<file path="src/hw/rtl/psh_pkg.sv">
// ----------------------------------------------------------------------------
// psh_pkg
// Types and constants shared by the supervisor modules.
// ----------------------------------------------------------------------------
package psh_pkg;

    localparam int CFG_W     = 20;
    localparam int CFG_IDX_W = 8;
    localparam int DELTA_W   = 10;

    localparam logic [CFG_IDX_W-1:0] REG_FAIL_OUTAGE = CFG_IDX_W'(0);
    localparam logic [CFG_IDX_W-1:0] REG_LONG_OUTAGE = CFG_IDX_W'(1);
    localparam logic [CFG_IDX_W-1:0] REG_LONG_TEST   = CFG_IDX_W'(2);
    localparam logic [CFG_IDX_W-1:0] REG_SHORT_TEST  = CFG_IDX_W'(3);

    localparam logic [CFG_W-1:0] RST_FAIL_OUTAGE = CFG_W'(10);
    localparam logic [CFG_W-1:0] RST_LONG_OUTAGE = CFG_W'(3000);
    localparam logic [CFG_W-1:0] RST_LONG_TEST   = CFG_W'(10000);
    localparam logic [CFG_W-1:0] RST_SHORT_TEST  = CFG_W'(1000);

    typedef struct packed {
        logic [DELTA_W-1:0] delta_ms;
        logic               powered;
        logic               fault_in;
        logic               engage_switch;
        logic               green_low;
        logic               blue_low;
        logic               yellow_low;
    } t_in_item;

    typedef struct packed {
        logic healthy;
        logic test_done;
        logic power_fault;
    } t_out_item;

    typedef struct packed {
        logic [CFG_W-1:0] fail_outage_ms;
        logic [CFG_W-1:0] long_outage_ms;
        logic [CFG_W-1:0] long_test_ms;
        logic [CFG_W-1:0] short_test_ms;
    } t_cfg;

    typedef struct packed {
        logic fault_latch;
        logic prev_switch;
    } t_flags;

endpackage

</file>
<file path="src/hw/rtl/psh_cfg_regs.sv">
// ----------------------------------------------------------------------------
// psh_cfg_regs
// Configuration register file: limits and self-test lengths.
// ----------------------------------------------------------------------------
module psh_cfg_regs
    import psh_pkg::*;
(
    input  logic                 i_clk,
    input  logic                 i_rst_n,
    input  logic                 i_cfg_valid,
    output logic                 o_cfg_ready,
    input  logic [CFG_IDX_W-1:0] i_cfg_index,
    input  logic [CFG_W-1:0]     i_cfg_data,
    output t_cfg                 o_cfg
);

    t_cfg r_cfg;
    t_cfg n_cfg;

    assign o_cfg_ready = 1'b1;
    assign o_cfg       = r_cfg;

    always_comb begin
        n_cfg = r_cfg;
        if (i_cfg_valid) begin
            case (i_cfg_index)
                REG_FAIL_OUTAGE: n_cfg.fail_outage_ms = i_cfg_data;
                REG_LONG_OUTAGE: n_cfg.long_outage_ms = i_cfg_data;
                REG_LONG_TEST:   n_cfg.long_test_ms   = i_cfg_data;
                REG_SHORT_TEST:  n_cfg.short_test_ms  = i_cfg_data;
                default:         n_cfg                = r_cfg;
            endcase
        end
    end

    always_ff @(posedge i_clk) begin
        if (!i_rst_n) begin
            r_cfg.fail_outage_ms <= RST_FAIL_OUTAGE;
            r_cfg.long_outage_ms <= RST_LONG_OUTAGE;
            r_cfg.long_test_ms   <= RST_LONG_TEST;
            r_cfg.short_test_ms  <= RST_SHORT_TEST;
        end else begin
            r_cfg <= n_cfg;
        end
    end

endmodule

</file>
<file path="src/hw/rtl/psh_step.sv">
// ----------------------------------------------------------------------------
// psh_step
// One tick of the power monitor, switch edge, test countdown and health.
// ----------------------------------------------------------------------------
module psh_step
    import psh_pkg::*;
#(
    parameter int TIME_BITS = 20
) (
    input  t_in_item             i_item,
    input  t_cfg                 i_cfg,
    input  logic [TIME_BITS-1:0] i_outage_acc,
    input  logic [TIME_BITS-1:0] i_test_timer,
    input  t_flags               i_flags,
    output logic [TIME_BITS-1:0] o_outage_acc,
    output logic [TIME_BITS-1:0] o_test_timer,
    output t_flags               o_flags,
    output t_out_item            o_item
);

    localparam int WW = (TIME_BITS > CFG_W) ? TIME_BITS : CFG_W;
    localparam logic [WW-1:0] TIME_MAX_W = WW'({TIME_BITS{1'b1}});

    logic [TIME_BITS:0]   sum;
    logic [TIME_BITS-1:0] acc1;
    logic [WW-1:0]        acc_w;
    logic                 latch1;
    logic                 latch2;
    logic                 pwr_restart;
    logic                 all_low;
    logic                 sw_load;
    logic [CFG_W-1:0]     len;
    logic [WW-1:0]        len_w;
    logic [TIME_BITS-1:0] len_sat;
    logic [TIME_BITS-1:0] delta_t;
    logic [TIME_BITS-1:0] timer1;
    logic [TIME_BITS-1:0] timer2;
    logic                 complete;

    always_comb begin
        delta_t = TIME_BITS'(i_item.delta_ms);
        sum     = {1'b0, i_outage_acc} + {1'b0, delta_t};
        if (i_item.powered) begin
            acc1 = i_outage_acc;
        end else if (sum[TIME_BITS]) begin
            acc1 = '1;
        end else begin
            acc1 = sum[TIME_BITS-1:0];
        end
        acc_w = WW'(acc1);

        latch1      = i_flags.fault_latch | (acc_w > WW'(i_cfg.fail_outage_ms));
        pwr_restart = i_item.powered & latch1;
        latch2      = latch1 & ~i_item.powered;

        all_low = i_item.green_low & i_item.blue_low & i_item.yellow_low;
        sw_load = i_item.engage_switch & ~i_flags.prev_switch & ~latch2;

        if (sw_load) begin
            len = all_low ? i_cfg.long_test_ms : i_cfg.short_test_ms;
        end else if (all_low && (acc_w > WW'(i_cfg.long_outage_ms))) begin
            len = i_cfg.long_test_ms;
        end else begin
            len = i_cfg.short_test_ms;
        end
        len_w   = WW'(len);
        len_sat = (len_w > TIME_MAX_W) ? '1 : TIME_BITS'(len_w);

        timer1   = (sw_load || pwr_restart) ? len_sat : i_test_timer;
        timer2   = (timer1 > delta_t) ? (timer1 - delta_t) : '0;
        complete = (timer2 == '0);

        o_outage_acc        = pwr_restart ? '0 : acc1;
        o_test_timer        = timer2;
        o_flags.fault_latch = latch2;
        o_flags.prev_switch = i_item.engage_switch;

        o_item.healthy     = ~i_item.fault_in & ~latch2 & complete & i_item.engage_switch;
        o_item.test_done   = complete;
        o_item.power_fault = latch2;
    end

endmodule

</file>
<file path="src/hw/rtl/power_selftest_health_supervisor.sv">
// ----------------------------------------------------------------------------
// power_selftest_health_supervisor
// Power outage monitor, self-test timer and health flag, one result per tick.
// ----------------------------------------------------------------------------
// Each tick item gives exactly one result item. An accepted item is held in an
// input register until the result register can take it; then the tick logic
// updates the outage accumulator, fault latch, switch history and test timer
// and loads the result register, from which the result item is presented. A
// new tick is taken every cycle while the result side keeps up. Configuration
// writes take effect on the next cycle and are ignored for unknown indexes.
module power_selftest_health_supervisor
    import psh_pkg::*;
#(
    parameter int TIME_BITS = 20
) (
    input  logic                 i_clk,
    input  logic                 i_rst_n,
    input  logic                 i_valid,
    output logic                 o_ready,
    input  t_in_item             i_item,
    output logic                 o_valid,
    input  logic                 i_ready,
    output t_out_item            o_item,
    input  logic                 i_cfg_valid,
    output logic                 o_cfg_ready,
    input  logic [CFG_IDX_W-1:0] i_cfg_index,
    input  logic [CFG_W-1:0]     i_cfg_data
);

    t_cfg                 cfg;
    t_in_item             r_in;
    logic                 r_in_valid;
    logic                 r_out_valid;
    t_out_item            r_out;
    logic [TIME_BITS-1:0] r_outage_acc;
    logic [TIME_BITS-1:0] r_test_timer;
    t_flags               r_flags;
    logic [TIME_BITS-1:0] n_outage_acc;
    logic [TIME_BITS-1:0] n_test_timer;
    t_flags               n_flags;
    t_out_item            n_out;
    logic                 advance;

    psh_cfg_regs u_cfg (
        .i_clk       (i_clk),
        .i_rst_n     (i_rst_n),
        .i_cfg_valid (i_cfg_valid),
        .o_cfg_ready (o_cfg_ready),
        .i_cfg_index (i_cfg_index),
        .i_cfg_data  (i_cfg_data),
        .o_cfg       (cfg)
    );

    psh_step #(
        .TIME_BITS (TIME_BITS)
    ) u_step (
        .i_item       (r_in),
        .i_cfg        (cfg),
        .i_outage_acc (r_outage_acc),
        .i_test_timer (r_test_timer),
        .i_flags      (r_flags),
        .o_outage_acc (n_outage_acc),
        .o_test_timer (n_test_timer),
        .o_flags      (n_flags),
        .o_item       (n_out)
    );

    assign advance = r_in_valid & (~r_out_valid | i_ready);
    assign o_ready = ~r_in_valid | advance;
    assign o_valid = r_out_valid;
    assign o_item  = r_out;

    always_ff @(posedge i_clk) begin
        if (!i_rst_n) begin
            r_in_valid   <= 1'b0;
            r_out_valid  <= 1'b0;
            r_outage_acc <= '0;
            r_test_timer <= '0;
            r_flags      <= '0;
        end else begin
            if (o_ready) begin
                r_in_valid <= i_valid;
            end
            if (advance) begin
                r_out_valid  <= 1'b1;
                r_outage_acc <= n_outage_acc;
                r_test_timer <= n_test_timer;
                r_flags      <= n_flags;
            end else if (i_ready) begin
                r_out_valid <= 1'b0;
            end
        end
    end

    always_ff @(posedge i_clk) begin
        if (o_ready && i_valid) begin
            r_in <= i_item;
        end
        if (advance) begin
            r_out <= n_out;
        end
    end

    a_fault_not_healthy: assert property (@(posedge i_clk) disable iff (!i_rst_n)
        o_valid |-> !(o_item.healthy && o_item.power_fault))
        else $error("healthy reported with power fault latched");

    a_healthy_needs_test: assert property (@(posedge i_clk) disable iff (!i_rst_n)
        (o_valid && o_item.healthy) |-> o_item.test_done)
        else $error("healthy reported before self-test completed");

    a_hold_stalled: assert property (@(posedge i_clk) disable iff (!i_rst_n)
        (r_in_valid && !advance) |=> r_in_valid)
        else $error("stalled item dropped from input register");

    a_result_drains: assert property (@(posedge i_clk) disable iff (!i_rst_n)
        (r_out_valid && i_ready && !advance) |=> !r_out_valid)
        else $error("result repeated after being taken");

    a_power_clears_latch: assert property (@(posedge i_clk) disable iff (!i_rst_n)
        (advance && r_in.powered) |=> !r_flags.fault_latch)
        else $error("power fault latch held with power present");

endmodule

</file>
<file path="config.mk">
export PLATFORM = sky130hd
export DESIGN_NAME = power_selftest_health_supervisor
export DESIGN_NICKNAME = d
export VERILOG_FILES = /design/src/hw/rtl/psh_pkg.sv /design/src/hw/rtl/psh_cfg_regs.sv /design/src/hw/rtl/psh_step.sv /design/src/hw/rtl/power_selftest_health_supervisor.sv
export SDC_FILE = /design/constraint.sdc
export NUM_CORES = 1
export LEC_CHECK = 0
export ABC_AREA = 1
export BUFFER_PORTS_ARGS = -buffer_cell sky130_fd_sc_hd__clkbuf_2
export CAP_MARGIN = 15
export CORE_MARGIN = 4
export CORE_UTILIZATION = 55
export DETAILED_ROUTE_END_ITERATION = 12
export PLACE_DENSITY = 0.73
export SLEW_MARGIN = 20
export SYNTH_ARGS = -nofsm -noshare
export SYNTH_HDL_FRONTEND = slang
export SYNTH_HIERARCHICAL = 1
export SYNTH_SLANG_ARGS = --single-unit
</file>
<file path="constraint.sdc">
create_clock -name i_clk -period 20.5 [get_ports i_clk]
set_input_delay 6.15 -clock i_clk [delete_from_list [all_inputs] [get_ports i_clk]]
set_output_delay 6.15 -clock i_clk [all_outputs]
set_load 0.01 [all_outputs]
</file>
---- Yosys cells after proc, flatten, opt, wreduce, memory -nomap -nowiden ----
Cells that the tools add are included.
word-level totals
  flip-flop bits (word level) ............. 143
  word-level logic and storage cells ...... 69
  input port bits ......................... 49
  output and inout port bits .............. 6
cells by class
  reductions and logical operators ........ 10
  bitwise gates (word level) .............. 19
  mux-type cells .......................... 11
  magnitude comparators ................... 4
  eq/ne operators ......................... 3
  $add $sub $neg .......................... 2
operators with widths
  cell                                                    number
  two-way mux 20 bit                                      9
  greater-than comparator 20 bit                          2
  adder 20 x 10 -> 21 bit                                 1
  greater-than comparator 20 x 10 -> 1 bit                1
  greater-than comparator 20 bit (second input constant)  1
  logical NOT 20 bit                                      1
  subtractor 20 x 10 -> 20 bit                            1
  equality test 8 x 2 -> 1 bit (second input constant)    2
  AND 1 bit                                               10
  equality test 8 x 1 -> 1 bit (second input constant)    1
  logical NOT 8 bit                                       1
  AND reduction 2 bit                                     4
  NOT 1 bit                                               6
  bitwise OR 1 bit                                        3
  logical AND 1 bit                                       2
  two-way mux 1 bit                                       2
  nonzero test 2 bit                                      1
  logical OR 1 bit                                        1

---- Logic depth before layout (Yosys ltp) ----
Gate-level depths: netlist (run 1).
  depth after elaboration ................. 17
  gate-level depth with buffers ........... 51
  gate-level depth less buffers ........... 51

---- Hierarchy ----
The synthesis (run 1) kept the hierarchy.
by module, submodules not included
  module                            sequential area each (um^2)  times used  cells each  area each (um^2)
  psh_step                          0.0                          1           767         4,201.5
  psh_cfg_regs                      1,601.5                      1           457         3,314.4
  power_selftest_health_supervisor  1,451.4                      1           308         2,539.9

---- Worst setup path before layout (run 1) ----
No wires, ideal clock.
  kind .................................... input -> output
  start point ............................. in i_ready
  end point ............................... out o_ready
  slack ................................... 7.978 ns
  arrival time ............................ 6.372 ns
  stages on the path ...................... 2
  required time ........................... 14.350 ns
  buffers on the path ..................... 0
  cells stage by stage .................... inv_1 > nand3_1
between the ends
  cells in the longest elaborated chain, start to end .. 3
RTL lines
  element           line                                    RTL
  start, declared   power_selftest_health_supervisor.sv:22  input logic i_ready,
  bitwise OR 1 bit  power_selftest_health_supervisor.sv:68  assign advance = r_in_valid & (~r_out_valid | i_ready);
  AND 1 bit         power_selftest_health_supervisor.sv:68
  bitwise OR 1 bit  power_selftest_health_supervisor.sv:69  assign o_ready = ~r_in_valid | advance;
  end, declared     power_selftest_health_supervisor.sv:19  output logic o_ready,
Every way passes these cells.

---- Final worst setup path (run 1) ----
Ends and elaborated chain as after synthesis.

==> qor.csv, run 1 <==
stage,metric,value,unit
outcome,status,"finished, final reports clean",
clock_tree,total CTS buffers,17,
yosys,post-synthesis area per instance,6.56,µm²
drt,routed wire length,25.7,mm
setup_path,worst-path maximum fanout,3,
setup_path,"Top cell by count, worst path",clkbuf_2,
sta,Slew HR,0.311,
grt,vias in the first global route,8286,
grt,Total Routing Usage GR,0.255,
placed_design,I/O Buffers,53,
placed_design,gpl congestion,0.938,
sta,Max Slew Vio Count,0,
setup_path,WP buf/inv,3,
power_and_ir_drop,Lkg Pwr,0.00542,µW
sta,RSZ-0062 raised after global routing,no,
drt,Antenna Violating Nets Remaining,0,
setup_path,Setup Crit Path Kind,input port to output port,
floorplanning,I/O pin cnt,55,
setup_path,CP startpoint,i_ready,
yosys,count of cell types in the netlist,49,
drt,DRC,0,
yosys,synthesized area,0.0101,mm²
sta,min cycle time layout,12.74,ns
clock_tree,setup bufs post-CTS,0,
setup_path,Top delay family on crit path,buffers and inverters,
yosys,syn_nets,1643,
setup_path,CP max-delay cell,clkbuf_2,
sta,slew at the pin closest to its max-slew limit,1.03,ns
yosys,post-synthesis sequential area ratio,0.304,
sta,Final period util,0.621,
sta,# setup viols final,0,
sta,Fin. Hold Viols,0,
floorplanning,chip width,143,µm
setup_path,delay of the slowest critical-path stage,0.15,ns
finish,antenna diode count,0,
clock_tree,Clock Latency Late Sink,0.43,ns
placed_design,DP Wirelength,18.2,mm
yosys,Syn Inst Count,1532,
hold_path,Worst Hold Class,flop to flop,
floorplanning,DIE AREA,0.0205,mm²
drt,DR pass1 iterations,6,
hold_path,hold path start,u_cfg/o_cfg[51],
sta,FMAX,78.5,MHz
power_and_ir_drop,Power Density,81.2,mW/mm²
finish,share of cells above drive strength 1,0.0979,
drt,wire per inst,14.5,µm
sta,setup TNS,0,ns
grt,initial antenna violation count,0,
grt,first-pass GRT wire length,42.0,mm
setup_path,FF-to-FF Start,r_in[6],
clock_tree,CTS resizes,0,
setup_path,startpoint class of the critical path,input port,
yosys,number of flops mapped to enable cells by yosys,19,
finish,synthesis-to-finish area growth,7.48,%
drt,Vias,9557,
floorplanning,Core Box Area,0.0180,mm²
yosys,synthesized flop and latch total,143,
clock_tree,hold-fix buffers at CTS,0,
clock_tree,H-tree depth,4,
setup_path,crit end category,output port,
power_and_ir_drop,Tot Pwr,878,µW
drt,vias per cell,5.40,
yosys,YS warnings,6,
grt,GRT Residual Overflow,0,
setup_path,WP data required,14.35,ns
clock_tree,Clock Sinks,143,
setup_path,Arrival @ worst endpoint,6.59,ns
floorplanning,Die Ht,143,µm
sta,Clock Skew,0.00818,ns
floorplanning,# rows,49,
clock_tree,CTS root buf,clkbuf_16,
drt,initial DRC count,755,
clock_tree,clock buffer depth,2,
yosys,"FFs w/ async S/R, synth",0,
clock_tree,clock-pin slew on the worst setup and hold paths,0.06,ns
flow_run,Max Cap Viol,0,
yosys,Main synth FF type,dfxtp_1,
finish,fin nets,1640,
floorplanning,Initial Util,0.560,
power_and_ir_drop,Peak VDD IR,0.0802,mV
clock_tree,TritonCTS clock tree,yes,
setup_path,CP Cell Sequence,clkbuf_2 -> inv_1 -> nand3_1 -> clkbuf_2,
grt,largest net degree at the start of global routing,86,
==> stage by stage <==
| step | hold WS (ns) | instances | util | area, µm² | worst slack (ns) |
|---|---|---|---|---|---|
| after floorplan | 0.429 | 1532 | - | 10100 | 7.98 |
| final | 0.461 | 1771 | 0.602 | 10800 | 7.76 |
| after CTS | 0.464 | 1771 | 0.602 | 10800 | 7.76 |
| after detailed placement | 0.443 | 1739 | 0.567 | 10200 | 7.76 |
| after global placement | 0.439 | 1739 | 0.567 | 10200 | 7.78 |
| after global routing | 0.481 | 1771 | 0.602 | 10800 | 7.71 |
==> metal layers <==
metal  wire length, µm  GRT usage  part of all wire  vias to the layer above
li1                  -          -                 -                     4926
met5                 0          0                 0                        -
met3              1680     0.0496             0.065                       35
met4               446     0.0674             0.017                        0
met1             12100      0.369              0.47                     4301
met2             11400      0.391              0.44                      295
==> report_power, final <==
group | leakage (µW) | internal [µW] | switching, µW
Combinational | 0.00392 | 83.6 | 161
Sequential | 0.00119 | 294 | 8.17
Clock | 0.000309 | 196 | 135
==> sequential cells by signal, indices dropped and copies added (netlist names) <==
name,cells
o_item,3
o_valid,1
r_flags,2
r_in,16
r_in_valid,1
r_outage_acc,20
r_test_timer,20
u_cfg/o_cfg,80
==> kinds of logic after synthesis <==
| family | after synthesis | synth area share |
|---|---|---|
| buffers and inverters | 303 | 0.131 |
| other | 1 | 0.000373 |
| multiplexers | 4 | 0.00398 |
| adder cells (fa/ha/maj) | 62 | 0.0786 |
| flip-flops | 143 | 0.304 |
| XOR/XNOR | 17 | 0.0148 |
| AND/OR/NAND/NOR | 788 | 0.351 |
| AO/OA/AOI/OAI | 214 | 0.117 |
==> path summary, 6_finish.rpt <==
path / depth (start not counted) / slack [ns] / end
max: 4 / 7.76 / o_ready
min: 2 / 0.46 / u_cfg/o_cfg[51]
max reg2reg: 44 / 12.26 / o_item[2]
min reg2reg: 2 / 0.46 / u_cfg/o_cfg[51]
==> layout make-up <==
type                            instances  area [µm²]
Inverter                              220         826
Timing Repair Buffer                   61         328
Clock inverter                         15         196
Fill cell                            1739        7160
Multi-Input combinational cell       1086        5690
Sequential cell                       143        3050
Tap cell                              229         287
Clock buffer                           17         425
==> synthesized netlist by cell type (all sizes together), types with 3 or more instances <==
cell,count,share of area
o211ai,7,0.0052
buf,62,0.041
nand4,13,0.0087
clkbuf,21,0.0078
xor2,13,0.011
inv,219,0.082
edfxtp,19,0.057
a221oi,5,0.0044
a21oi,145,0.073
ha,60,0.075
nor3,8,0.0045
o21bai,3,0.0022
o21ai,32,0.017
and2,9,0.0056
dfxtp,124,0.25
nand3,217,0.11
mux2i,4,0.0040
o21a,3,0.0022
a21o,4,0.0030
or2,6,0.0037
a31oi,10,0.0062
nor2,197,0.082
nand2,336,0.13
xnor2,4,0.0035
==> cells in the final DEF (no fill, tap or decap), types with 5 or more instances in the layout <==
master     instances
or2_2              6
clkbuf_16         17
nand2_1          322
nand3_1          210
ha_1              60
nor2_1           180
inv_2              8
edfxtp_1          19
a31oi_1           10
nand2_2           10
o21ai_0           29
a221oi_1           5
dfxtp_1          123
inv_1            211
nor2_4            10
o211ai_1           7
buf_4              9
nand4_1           12
nor3_1             7
clkbuf_2          52
nor2_2             7
a21oi_1          144
nand3_2            6
xor2_1            13
and2_1             9
==> tightest hold or removal path, stage by stage, from the launching register on <==
cell	delay (ns)
dfxtp_1	0.33
nand2_1	0.05
nand3_1	0.05
Note: power is estimated with default switching activity, not from simulation.
==> run 2, diff against run 1 <==
- PLACE_DENSITY: 0.73 -> 0.76
- clock period: 20.5 -> 11.5 ns (I/O delays scaled with it)
==> run 2 against run 1 <==
Net effect: largest cell class unchanged; combinational power grew 78%; critical path type is now flop to flop; clock power grew 61%; largest power group is now registers; sequential share of layout area grew 0.17 points; worst setup slack lost 4.1 ns; die area is the same; final cell count is the same.
==> qor.csv, run 2 (same netlist as run 1, synthesis figures left out) <==
stage,metric,value,unit,change
drt,DR pass1 iterations,6,,unchanged
drt,DRC,0,,unchanged
clock_tree,hold-fix buffers at CTS,0,,unchanged
grt,largest net degree at the start of global routing,86,,unchanged
setup_path,WP buf/inv,4,,+1
clock_tree,H-tree depth,4,,unchanged
flow_run,Max Cap Viol,0,,unchanged
sta,Final period util,0.684,,
clock_tree,Clock Latency Late Sink,0.43,ns,about the same
drt,wire per inst,15.2,µm,+4.9%
finish,synthesis-to-finish area growth,6.83,%,
power_and_ir_drop,Int Pwr,978,µW,+71%
finish,"commonest non-fill, non-tap cell in the layout",nand2_1,,
placed_design,DP Wirelength,19.3,mm,+6.0%
finish,most frequent cells in the layout,"322 x nand2_1, 211 x inv_1, 210 x nand3_1, 180 x nor2_1, 144 x a21oi_1",,
clock_tree,clock buffer depth,2,,unchanged
sta,# setup viols final,0,,unchanged
placed_design,gpl congestion,0.986,,+5.1%
clock_tree,Clock Sinks,143,,unchanged
floorplanning,Die Ht,143,µm,unchanged
sta,slew at the pin closest to its max-slew limit,0.957,ns,-0.0757 ns
sta,Fin. Hold Viols,0,,unchanged
grt,initial antenna violation count,0,,unchanged
finish,max reg flops,80,,unchanged
setup_path,startpoint class of the critical path,flop,,
drt,vias per cell,5.50,,+1.9%
sta,Max Slew Vio Count,0,,unchanged
setup_path,"Top cell by count, worst path",nand2_1,,
finish,fin nets,1640,,unchanged
clock_tree,setup bufs post-CTS,0,,unchanged
sta,RSZ-0062 raised after global routing,no,,
setup_path,Arrival @ worst endpoint,8.04,ns,+1.45 ns
floorplanning,# rows,49,,unchanged
setup_path,delay of the slowest critical-path stage,0.43,ns,+0.28 ns
drt,Antenna Violating Nets Remaining,0,,unchanged
clock_tree,total CTS buffers,17,,unchanged
sta,Clock Skew,0.00989,ns,+0.00171 ns
drt,routed wire length,26.9,mm,+4.9%
finish,antenna diode count,0,,unchanged
power_and_ir_drop,Power Density,140,mW/mm²,+73%
setup_path,CP max-delay cell,fa_1,,
placed_design,I/O Buffers,53,,unchanged
sta,min cycle time layout,7.86,ns,
floorplanning,Core Box Area,0.0180,mm²,unchanged
clock_tree,TritonCTS clock tree,yes,,
power_and_ir_drop,sw frac,0.351,,+0.00474
setup_path,worst-path maximum fanout,18,,+15
grt,vias in the first global route,8458,,+2.1%
clock_tree,CTS resizes,0,,unchanged
power_and_ir_drop,clock power share,0.353,,-0.024
clock_tree,CTS root buf,clkbuf_16,,
drt,initial DRC count,843,,+12%
floorplanning,Initial Util,0.560,,unchanged
finish,share of cells above drive strength 1,0.0966,,-0.00130
grt,GRT Residual Overflow,0,,unchanged
outcome,status,"finished, final reports clean",,
floorplanning,I/O pin cnt,55,,unchanged
power_and_ir_drop,combinational cell fraction of total power,0.289,,+0.011
sta,Slew HR,0.362,,+0.0505
hold_path,Worst Hold Class,flop to flop,,
setup_path,crit end category,flop,,
drt,Vias,9740,,+1.9%
floorplanning,chip width,143,µm,unchanged
power_and_ir_drop,sequential share of power,0.358,,+0.014
sta,FMAX,127,MHz,
setup_path,WP data required,11.67,ns,-2.68 ns
finish,Fill cells,1765,,+1.5%
grt,first-pass GRT wire length,43.6,mm,+3.7%
floorplanning,DIE AREA,0.0205,mm²,unchanged
sta,setup TNS,0,ns,unchanged
power_and_ir_drop,Psw,530,µW,+74%
setup_path,Setup Crit Path Kind,flop to flop,,
setup_path,Top delay family on crit path,simple AND/OR/NAND/NOR gates,,
sta,hold_ws,0.458,ns,-0.00300 ns
clock_tree,clock-pin slew on the worst setup and hold paths,0.06,ns,about the same
power_and_ir_drop,Peak VDD IR,0.127,mV,+59%
grt,Total Routing Usage GR,0.264,,+0.00864
power_and_ir_drop,Lkg Pwr,0.00538,µW,-0.69%
-- run 2: changes by cell type in the layout (fill, tap and decap cells not counted) --
cell / change
bufinv_16: -2
clkbuf_1: +2
clkbuf_8: +1
clkinv_2: +2
clkinv_4: -1
clkinvlp_4: +2
inv_6: -1
inv_8: -3
-- run 2: cell type report --
type / count / area (µm²) / share of cell area
Clock buffer: 20 / 447 / 0.0416
Inverter: 220 / 826 / 0.0769
Multi-Input combinational cell: 1086 / 5690 / 0.530
Sequential cell: 143 / 3050 / 0.284
Timing Repair Buffer: 61 / 328 / 0.0305
Clock inverter: 12 / 110 / 0.0102
Tap cell: 229 / 287 / 0.0267
-- run 2: tightest hold or removal path, delay by kind of cell, from the launching register on --
kind / cells / cell delay (ns)
flops: 1 / 0.32
simple gates: 2 / 0.10
-- run 2: path summary, 6_finish.rpt --
kind                     end            start  depth (start not counted)  slack, ns
max                o_item[1]          r_in[6]                         47       3.64
min          u_cfg/o_cfg[63]  u_cfg/o_cfg[63]                          2       0.46
max reg2reg        o_item[1]          r_in[6]                         47       3.64
min reg2reg  u_cfg/o_cfg[63]  u_cfg/o_cfg[63]                          2       0.46
-- run 2: layer usage --
| metal | global-route usage | share of wire |
|---|---|---|
| met5 | 0 | 0 |
| met4 | 0.0818 | 0.021 |
| met3 | 0.0395 | 0.071 |
| met2 | 0.394 | 0.44 |
| met1 | 0.392 | 0.47 |
-- run 2: power groups by stage --
| stage | combinational (µW) | clock, µW | sequential, µW |
|---|---|---|---|
| global route | 491 | 562 | 542 |
| finish | 435 | 532 | 540 |
| CTS | 429 | 540 | 540 |
| global placement | 421 | 0 | 551 |
| detailed placement | 425 | 0 | 551 |
| floorplan | 347 | 0 | 544 |
-- run 2: stage by stage --
step | power (µW) | cells | utilization | cell area, µm² | worst slack [ns]
global placement | 971 | 1739 | 0.567 | 10200 | 3.98
floorplan | 891 | 1532 | - | 10100 | 4.38
finish | 1510 | 1771 | 0.598 | 10700 | 3.64
global route | 1600 | 1771 | 0.598 | 10700 | 3.02
detailed placement | 976 | 1739 | 0.567 | 10200 | 3.82
CTS | 1510 | 1771 | 0.598 | 10700 | 3.76
==> run 3, diff against run 2 <==
- PLACE_DENSITY: 0.76 -> 0.73
- clock period: 11.5 -> 7.5 ns (I/O delays scaled with it)
==> run 3 against run 2 <==
Net effect: clock power rose by 64%; critical path depth fell by 1; routed wire length rose by 1.9%; register-to-register slack got worse by 3.2 ns; design area rose by 3.9%; highest routed layer unchanged.
==> qor.csv, run 3 (same netlist as run 1, synthesis figures left out) <==
stage,metric,value,unit,change
finish,share of cells above drive strength 1,0.130,,+0.0336
sta,Fin. Hold Viols,0,,unchanged
clock_tree,hold-fix buffers at CTS,0,,unchanged
finish,Fill cells,1735,,-1.7%
floorplanning,Die Ht,143,µm,unchanged
drt,wire per inst,15.3,µm,+0.46%
flow_run,Max Cap Viol,0,,unchanged
grt,initial antenna violation count,0,,unchanged
drt,DRC,0,,unchanged
clock_tree,Clock Latency Late Sink,0.42,ns,about the same
setup_path,Worst setup endpoint,o_item[2],,
clock_tree,clock buffer depth,2,,unchanged
drt,Post-Route M1 WL,12.9,mm,+2.4%
floorplanning,Initial Util,0.560,,unchanged
sta,# setup viols final,0,,unchanged
grt,vias in the first global route,8572,,+1.3%
clock_tree,Clock Sinks,143,,unchanged
finish,Layout Cell Area excl Fill,0.0112,mm²,+3.9%
sta,Clock Skew,0.0102,ns,+0.000332 ns
finish,max reg flops,80,,unchanged
clock_tree,CTS root buf,clkbuf_16,,
grt,first-pass GRT wire length,43.7,mm,+0.35%
clock_tree,clock-pin slew on the worst setup and hold paths,0.06,ns,about the same
sta,Final period util,0.940,,+0.256
sta,min cycle time layout,7.05,ns,-0.816 ns
drt,Vias,9776,,+0.37%
floorplanning,Core Box Area,0.0180,mm²,unchanged
drt,routed wl met2,12.4,mm,+3.8%
setup_path,Reg-to-Reg End,o_item[2],,
setup_path,r2r setup slk,0.45,ns,-3.18 ns
finish,most frequent cells in the layout,"321 x nand2_1, 208 x inv_1, 206 x nand3_1, 178 x nor2_1, 143 x a21oi_1",,
sta,Slew HR,0.305,,-0.0570
floorplanning,# rows,49,,unchanged
setup_path,Arrival @ worst endpoint,7.31,ns,-0.73 ns
outcome,status,"finished, final reports clean",,
finish,fin nets,1667,,+1.6%
floorplanning,I/O pin cnt,55,,unchanged
grt,largest net degree at the start of global routing,86,,unchanged
finish,antenna diode count,0,,unchanged
clock_tree,total CTS buffers,17,,unchanged
hold_path,Worst Hold Class,flop to flop,,
drt,routed wire length,27.5,mm,+1.9%
setup_path,CP startpoint,r_in[6],,
setup_path,FF-to-FF Start,r_in[6],,
setup_path,delay of the slowest critical-path stage,0.42,ns,about the same
setup_path,"Top cell by count, worst path",nand2_1,,
sta,FMAX,142,MHz,+12%
sta,Max Slew Vio Count,0,,unchanged
drt,initial DRC count,749,,-11%
setup_path,Worst R2R Path Depth,46,,-2.1%
floorplanning,DIE AREA,0.0205,mm²,unchanged
finish,"non-filler cells, final",1796,,+1.4%
setup_path,CP max-delay cell,edfxtp_1,,
sta,slew at the pin closest to its max-slew limit,1.04,ns,+0.0855 ns
finish,"commonest non-fill, non-tap cell in the layout",nand2_1,,
placed_design,DP Wirelength,19.7,mm,+2.2%
power_and_ir_drop,Peak VDD IR,0.166,mV,+31%
power_and_ir_drop,Lkg Pwr,0.00557,µW,+3.5%
setup_path,crit end category,flop,,
setup_path,worst-path maximum fanout,10,,-8
finish,synthesis-to-finish area growth,10.9,%,
placed_design,I/O Buffers,53,,unchanged
clock_tree,TritonCTS clock tree,yes,,
setup_path,Setup Crit Path Kind,flop to flop,,
drt,DR pass1 iterations,5,,-1
grt,GRT Residual Overflow,0,,unchanged
power_and_ir_drop,Power Density,218,mW/mm²,+55%
grt,Total Routing Usage GR,0.266,,+0.00196
drt,met3 wire len,1.78,mm,-6.5%
setup_path,startpoint class of the critical path,flop,,
drt,max layer used,met4,,
clock_tree,H-tree depth,4,,unchanged
placed_design,gpl congestion,0.935,,-5.2%
drt,Antenna Violating Nets Remaining,0,,unchanged
placed_design,DP Cell Count,1744,,+0.29%
floorplanning,chip width,143,µm,unchanged
drt,vias per cell,5.44,,-1.0%
setup_path,WP data required,7.77,ns,-3.90 ns
placed_design,placed inst area,0.0102,mm²,+0.37%
## run 3: cell type report
class / count / area, µm² / area share
Clock buffer: 21 / 460 / 0.0413
Clock inverter: 9 / 135 / 0.0121
Inverter: 220 / 836 / 0.0749
Multi-Input combinational cell: 1087 / 5860 / 0.525
Sequential cell: 143 / 3050 / 0.274
Tap cell: 229 / 287 / 0.0257
Timing Repair Buffer: 85 / 509 / 0.0456
Timing Repair inverter: 2 / 15.0 / 0.00135
## run 3: stage by stage
step	TNS, ns	worst slack (ns)	total power, µW	utilization	hold slack [ns]
detailed placement	0	0.0749	1500	0.569	0.443
global route	-0.118	-0.0688	2580	0.621	0.484
CTS	0	0.0841	2380	0.602	0.458
global placement	0	0.305	1490	0.569	0.440
finish	0	0.452	2430	0.621	0.457
floorplan	0	0.877	1370	-	0.429
## run 3: worst min path at each step
stage | start | endpoint | slack [ns] | cells after the start
CTS | u_cfg/o_cfg[48] | u_cfg/o_cfg[48] | 0.46 | 2
finish | u_cfg/o_cfg[8] | u_cfg/o_cfg[8] | 0.46 | 2
detailed placement | u_cfg/o_cfg[48] | u_cfg/o_cfg[48] | 0.44 | 2
global placement | u_cfg/o_cfg[43] | u_cfg/o_cfg[43] | 0.44 | 2
floorplan | u_cfg/o_cfg[24] | u_cfg/o_cfg[24] | 0.43 | 2
global route | u_cfg/o_cfg[48] | u_cfg/o_cfg[48] | 0.48 | 2
## run 3: report_power, final
group | internal, µW | switching [µW] | leakage (µW)
sequential | 804 | 24.6 | 0.00119
combinational | 265 | 465 | 0.00408
clock | 539 | 333 | 0.000293
total | 1610 | 822 | 0.00557
## run 3: critical path, delay by kind of cell (launching register included)
kind / cells / cell delay (ns)
and+or+nand+nor: 27 / 2.89
AOI/OAI and AO/OA: 11 / 1.69
adders and majority gates: 4 / 1.26
buffers and inverters: 4 / 0.58
DFF: 1 / 0.42
## run 3: repair_timing
action                                  CTS  global route
setup buffers                             0            19
gates cloned                              0             3
endpoints found under the setup margin    2            22
pin swaps                                 0            13
gates resized for setup                   1            45
## run 3: layer usage
metal	up-vias	global-route usage
li1	4970	-
met3	29	0.0546
met4	0	0.0614
met2	288	0.413
met5	-	0
met1	4489	0.381
